**src/design/lzss_pkg.sv**
```systemverilog
package lzss_pkg;

	localparam int WINDOW_SIZE    = 2048;
	localparam int LOOKAHEAD_SIZE = 17;
	localparam int LENGTH_BITS    = 4;

	localparam int LOG2N   = $clog2(WINDOW_SIZE);
	localparam int LA_W    = $clog2(LOOKAHEAD_SIZE);
	localparam int LEN_W   = $clog2(LOOKAHEAD_SIZE + 1);
	localparam int LIT_W   = 9;
	localparam int MATCH_W = 1 + LOG2N + LENGTH_BITS;
	localparam int TOK_W   = (MATCH_W > LIT_W) ? MATCH_W : LIT_W;
	localparam int STARTS  = WINDOW_SIZE - LOOKAHEAD_SIZE;

	localparam logic [7:0]       SPACE    = 8'h20;
	localparam logic [LOG2N-1:0] RING_END = LOG2N'(WINDOW_SIZE - 1);
	localparam logic [LOG2N-1:0] LA_END   = LOG2N'(LOOKAHEAD_SIZE - 1);
	localparam logic [LOG2N-1:0] LIT_END  = LOG2N'(LIT_W - 1);
	localparam logic [LOG2N-1:0] MAT_END  = LOG2N'(MATCH_W - 1);

	typedef struct packed {
		logic             in_rdy;
		logic             clr_wr;
		logic             restart;
		logic             tok_init;
		logic             ld_rd;
		logic             sc_rd;
		logic             sc_flush;
		logic             tok_load;
		logic             bit_go;
		logic             tok_done;
		logic             pad;
		logic             finish;
		logic [LOG2N-1:0] idx;
	} lzss_cmd_t;

	typedef struct packed {
		logic accepted;
		logic last;
		logic fill_full;
		logic fill_zero;
		logic lit;
		logic bp_zero;
		logic busy;
		logic out_full;
	} lzss_sts_t;

endpackage

```
**src/design/lzss_ctrl.sv**
```systemverilog
module lzss_ctrl import lzss_pkg::*; (
	input  logic      clk,
	input  logic      arst_n,
	input  lzss_sts_t sts,
	output lzss_cmd_t cmd
);

	typedef enum logic [12:0] {
		S_CLEAR   = 13'b0000000000001,
		S_IDLE    = 13'b0000000000010,
		S_DECIDE  = 13'b0000000000100,
		S_LOAD    = 13'b0000000001000,
		S_SCAN    = 13'b0000000010000,
		S_FLUSH   = 13'b0000000100000,
		S_SETTLE  = 13'b0000001000000,
		S_LATCH   = 13'b0000010000000,
		S_EMIT    = 13'b0000100000000,
		S_ADVANCE = 13'b0001000000000,
		S_AFTER   = 13'b0010000000000,
		S_PAD     = 13'b0100000000000,
		S_FINISH  = 13'b1000000000000
	} lzss_state_t;

	lzss_state_t      st_q, st_d;
	logic [LOG2N-1:0] cnt_q, cnt_d;
	logic [LOG2N-1:0] bit_end;

	assign bit_end = sts.lit ? LIT_END : MAT_END;

	always_comb begin
		st_d    = st_q;
		cnt_d   = cnt_q;
		cmd     = '0;
		cmd.idx = cnt_q;
		case (st_q)
			S_CLEAR: begin
				cmd.clr_wr = 1'b1;
				cnt_d      = cnt_q + 1'b1;
				if (cnt_q == RING_END) begin
					cmd.restart = 1'b1;
					cnt_d       = '0;
					st_d        = S_IDLE;
				end
			end
			S_IDLE: begin
				cmd.in_rdy = 1'b1;
				if (sts.accepted)
					st_d = S_DECIDE;
			end
			S_DECIDE: begin
				if (sts.last || sts.fill_full) begin
					cmd.tok_init = 1'b1;
					cnt_d        = '0;
					st_d         = S_LOAD;
				end else begin
					st_d = S_IDLE;
				end
			end
			S_LOAD: begin
				cmd.ld_rd = 1'b1;
				cnt_d     = cnt_q + 1'b1;
				if (cnt_q == LA_END) begin
					cnt_d = '0;
					st_d  = S_SCAN;
				end
			end
			S_SCAN: begin
				cmd.sc_rd = 1'b1;
				cnt_d     = cnt_q + 1'b1;
				if (cnt_q == RING_END) begin
					cnt_d = '0;
					st_d  = S_FLUSH;
				end
			end
			S_FLUSH: begin
				cmd.sc_flush = 1'b1;
				st_d         = S_SETTLE;
			end
			S_SETTLE: st_d = S_LATCH;
			S_LATCH: begin
				cmd.tok_load = 1'b1;
				cnt_d        = '0;
				st_d         = S_EMIT;
			end
			S_EMIT: begin
				if (!sts.busy) begin
					cmd.bit_go = 1'b1;
					cnt_d      = cnt_q + 1'b1;
					if (cnt_q == bit_end) begin
						cnt_d = '0;
						st_d  = S_ADVANCE;
					end
				end
			end
			S_ADVANCE: begin
				cmd.tok_done = 1'b1;
				st_d         = S_AFTER;
			end
			S_AFTER: begin
				if (sts.last && !sts.fill_zero) begin
					cmd.tok_init = 1'b1;
					cnt_d        = '0;
					st_d         = S_LOAD;
				end else if (sts.last) begin
					st_d = S_PAD;
				end else begin
					st_d = S_FINISH;
				end
			end
			S_PAD: begin
				if (sts.bp_zero) begin
					st_d = S_FINISH;
				end else if (!sts.busy) begin
					cmd.pad = 1'b1;
					st_d    = S_FINISH;
				end
			end
			S_FINISH: begin
				if (!sts.out_full) begin
					cmd.finish = 1'b1;
					cnt_d      = '0;
					st_d       = sts.last ? S_CLEAR : S_IDLE;
				end
			end
			default: begin
				cnt_d = '0;
				st_d  = S_CLEAR;
			end
		endcase
	end

	always_ff @(posedge clk or negedge arst_n) begin
		if (!arst_n) begin
			st_q  <= S_CLEAR;
			cnt_q <= '0;
		end else begin
			st_q  <= st_d;
			cnt_q <= cnt_d;
		end
	end

endmodule

```
**config.mk**
```make
export PLATFORM = sky130hd
export DESIGN_NAME = lzss_ctrl
export DESIGN_NICKNAME = d
export VERILOG_FILES = /design/src/design/lzss_pkg.sv /design/src/design/lzss_ctrl.sv
export SDC_FILE = /design/constraint.sdc
export NUM_CORES = 1
export LEC_CHECK = 0
export ABC_AREA = 1
export BUFFER_PORTS_ARGS = -buffer_cell sky130_fd_sc_hd__buf_2
export CORE_ASPECT_RATIO = 1.25
export CORE_MARGIN = 8
export CORE_UTILIZATION = 50
export DETAILED_ROUTE_END_ITERATION = 10
export GPL_TIMING_DRIVEN = 0
export PLACE_DENSITY_LB_ADDON = 0.1
export SYNTH_ARGS = -nofsm -noshare
export SYNTH_HDL_FRONTEND = slang
export SYNTH_SLANG_ARGS = --single-unit
```
**constraint.sdc**
```tcl
create_clock -name clk -period 1.5 [get_ports clk]
set_input_delay 0.075 -clock clk [delete_from_list [all_inputs] [get_ports clk]]
set_output_delay 0.075 -clock clk [all_outputs]
set_load 0.05 [all_outputs]
```
After elaboration in Yosys (flattened, before gate mapping)

Index checks and enable logic that the tools add are counted.
Widths: inputs -> output; s select.

Add/subtract/negate cells: 1
Equal/unequal tests: 26
Multiplexer cells: 40
Bitwise logic cells: 1
Reduce and logical (&&, ||, !) cells: 7

Operators with widths:

| kind                  | number |
|---|---|
| $pmux 13 s13          | 1 |
| $mux 13               | 11 |
| $mux 11               | 7 |
| $pmux 11 s7           | 1 |
| $ne 2x2->1 const B    | 9 |
| $mux 1                | 15 |
| $eq 13x1->1 const B   | 1 |
| $eq 13x10->1 const B  | 1 |
| $eq 13x11->1 const B  | 1 |
| $eq 13x12->1 const B  | 1 |
| $eq 13x13->1 const B  | 1 |
| $eq 13x2->1 const B   | 1 |
| $eq 13x3->1 const B   | 1 |
| $eq 13x4->1 const B   | 1 |
| $eq 13x5->1 const B   | 1 |
| $eq 13x6->1 const B   | 1 |
| $eq 13x7->1 const B   | 1 |
| $eq 13x8->1 const B   | 1 |
| $eq 13x9->1 const B   | 1 |
| $add 11x1->11 const B | 1 |
| $eq 11x11->1 const B  | 1 |
| $eq 11x4->1           | 1 |
| $eq 11x5->1 const B   | 1 |
| $reduce_and 8->1      | 1 |
| 12 further kinds      | 13 |

Register bits after elaboration: 24

Longest topological paths before layout

Depth in word-level cells: 5
Mapped depth: 12
Mapped depth without buffers: 12

Worst setup path before layout

OpenSTA, ideal clock, no wires.

Path kind: register -> output
From: register cnt_q[1]
To: output port cmd[20] (netlist name)
Arrival: 2,062 ps
Required time: 1,425 ps
Path slack: -637 ps
Cell stages (with the launch flop): 6
Cell sequence: dfrtp_1 ha_1 nand3_2 nor2_4 nand4_4 nor2_1

RTL lines:

| element                | RTL line         | RTL |
|---|---|---|
| from (decl)            | lzss_ctrl.sv:25  | `logic [LOG2N-1:0] cnt_q, cnt_d;` |
| from (signal assigned) | lzss_ctrl.sv:138 | `cnt_q <= cnt_d;` |
| to (decl)              | lzss_ctrl.sv:5   | `output lzss_cmd_t cmd` |

==> run_results.csv <==
group,metric,value,unit
cells_and_area,final-instance-count-excl-fill,427,
worst_hold_path,hold_class,"input pin to flip-flop",
die,die-height,87.12,microns
logic_synthesis,syn_inst,288,
logic_synthesis,yosys_warnings,0,
power,ir_drop,0.0002862,V
cells_and_area,n_antenna_cell,0,
placement,gp_congestion,0.8747,
setup_path,worstSetupPathType,"flip-flop to primary output",
die,die_area,6351,sq um
placement,dpl.cell_count,376,
die,num_rows,26,
logic_synthesis,syn_area_per_cell,7.025,sq um
placement,port_buffers,32,
cts,cts_buffers,3,
timing,slew_headroom,0.6103,
logic_synthesis,yosysSeqAreaShare,0.2975,
die,io_pins,33,
run_status,violations,"negative setup slack",
global_routing,grt_pass1_vias,2099,
setup_path,cp.required,1.42,ns
power,power.density,353.7,nW/um^2
logic_synthesis,synth-seq-cells,24,
drt,vias,2213,
timing,setup_viol,32,
timing,finClkSkew,0.01086,ns
drt,drc,0,
drt,wl_per_cell,15.00,microns
run_status,status,"finished, violations left",
global_routing,antenna_found_initial,0,
worst_hold_path,whs_path_depth,2,
cts,clkTransAtPathRegs,0.08,ns
timing,worst_pin_slew,0.5845,ns
die,fp.coreArea,4001,sq um
cts,insertion_delay,0.28,ns
cts,cts_sinks,24,
timing,tns,-9.964,ns
cells_and_area,fin_nets,384,
setup_path,crit_arrival,1.87,ns
logic_synthesis,netlist_area,2023,sq um
setup_path,worst_r2r_path_depth,10,
cts,ctsHtreeMaxLevel,1,
cells_and_area,area_delta_synth_final,55.16,%
cells_and_area,drive_above_1_share,0.5013,
timing,clock.fmax,0.5130,GHz
drt,ant_nets,0,
timing,slew_viol_final,0,
timing,min_period,1.949,ns
timing,hold_viol,0,
placement,place_ws,-0.3605,ns
timing,worst_slack,-0.4493,ns
cts,clockBufferDepth,2,
timing,fin_crit_sh,1.300,
drt,drt_iter0_markers,138,
logic_synthesis,synthDistinctLibCells,34,
global_routing,grt_pass1_wl,9.632,mm
timing,rsz0062_at_grt,"yes",
cells_and_area,stdcell_area,3139,sq um
setup_path,critPathCaptureType,"primary output",
placement,hpwl,3.935,mm
drt,drt_first_pass_iters,4,
setup_path,worst-path-max-fanout,3,
die,die_width,72.90,microns
cts,cts_tree,"done",
job,cap_violations,0,
global_routing,grt_max_degree,25,
power,power,1.110,mW
placement,place_area,2372,sq um
drt,totalWireLength,6.406,mm
die,start_util,0.5056,
global_routing,grt.overflow.total,0,
logic_synthesis,synthesis.nets,300,
drt,vias_per_cell,5.183,
power,p_leak,1.609,nW
setup_path,critPathLaunchType,"flip-flop",
cts,cts-root-buf,"clkbuf_8",
global_routing,globalRouteTotalUtil,0.1916,
==> flip-flops by register name, summed over array words and instances, names as in the netlist <==
name,count
cnt_q,11
st_q,13
==> what timing repair did <==
| action | CTS | global route |
|---|---|---|
| hold buffers | 1 | 0 |
| gates cloned | 0 | 1 |
| setup buffers | 30 | 17 |
| setup endpoints to repair | 33 | 33 |
| gates resized for setup | 73 | 24 |
| hold endpoints to repair | 23 | 0 |
| pin swaps | 17 | 23 |
==> kinds of logic (layout without fill, tap and decap cells) <==
| group | Yosys count | count (layout) | share of synthesized area |
|---|---|---|---|
| XOR/XNOR | 7 | 7 | 0.03030 |
| AND/OR/NAND/NOR | 197 | 197 | 0.5244 |
| buffers and inverters | 49 | 132 | 0.1113 |
| adder cells (fa/ha/maj) | 2 | 2 | 0.01237 |
| AO/OA/AOI/OAI | 9 | 9 | 0.02412 |
| flip-flops | 24 | 24 | 0.2975 |
==> synthesized netlist by cell type, drive strengths merged <==
library cell,number,area share
nand2,82,0.17
o211ai,1,0.0037
nand3b,1,0.0037
clkinv,2,0.0043
or2,2,0.0062
ha,2,0.012
nand3,44,0.16
xnor2,2,0.0087
nor2,54,0.13
nor3b,1,0.0037
dfstp,1,0.013
dfrtp,23,0.28
o21ai,6,0.015
nor3,5,0.015
a21oi,1,0.0025
inv,41,0.076
a31oi,1,0.0031
buf,6,0.031
nand4,8,0.032
xor2,5,0.022
==> cell usage in the layout (no fill, tap or decap), types with 3 or more instances in the layout <==
cell type   count
nand2_1        61
buf_4          37
inv_1          32
nor2_1         27
buf_2          22
nand3_1        20
nor2_4         18
dfrtp_1        17
nand3_2        15
nand2_2        12
buf_6          11
buf_8          11
nor2_2          9
nand3_4         9
nand2_4         8
nand4_1         7
inv_2           6
dfrtp_2         6
xor2_1          5
clkinvlp_4      3
nor3_1          3
clkbuf_8        3
==> power by group <==
| group | total, mW | switching, mW | internal (mW) |
|---|---|---|---|
| Clock | 0.420 | 0.229 | 0.191 |
| Combinational | 0.0440 | 0.0312 | 0.0127 |
| Sequential | 0.646 | 0 | 0.646 |
| Total | 1.11 | 0.260 | 0.850 |
==> per-layer routing <==
| layer | global-route usage | wire (microns) |
|---|---|---|
| met1 | 0.2100 | 2533 |
| met2 | 0.3548 | 3386 |
| met3 | 0.02419 | 238 |
| met4 | 0.08029 | 248 |
| met5 | 0 | 0 |
==> worst max-delay path, stage by stage (launching register included) <==
cell	delay, ns
dfrtp_1	0.47
nor2_4	0.17
buf_4	0.14
nand2_1	0.09
nor2_2	0.17
nand2_2	0.08
or2_4	0.24
o21ai_4	0.07
buf_6	0.18
==> final cells by class <==
type                       instances  area [sq um]
multi-input combinational        215          1483
fill                             298         862.1
timing repair buffer              79         684.4
sequential                        24         609.3
inverter                          43         180.2
tap                               56         70.07
buffer                             6         67.56
clock buffer                       4         45.04
==> path summary, 6_finish.rpt <==
path	start	endpoint	slack, ns
worst min register to register	cnt_q[7]	cnt_q[7]	0.55
worst min-delay path	sts[7]	st_q[1]	0.02
worst max-delay path	st_q[1]	cmd[19]	-0.45
max in group asynchronous	arst_n	cnt_q[5]	0.74
worst max register to register	st_q[0]	st_q[5]	-0.39
min in group asynchronous	arst_n	st_q[3]	0.33
==> metrics by stage <==
step                      hold WS (ns)    util
after floorplan                -0.2206       -
after global placement          0.1040  0.5929
after detailed placement        0.1066  0.5929
after CTS                     0.004337  0.7261
after global routing           0.02079  0.7846
final                          0.01744  0.7846
Power figures use the tool's default switching activity.
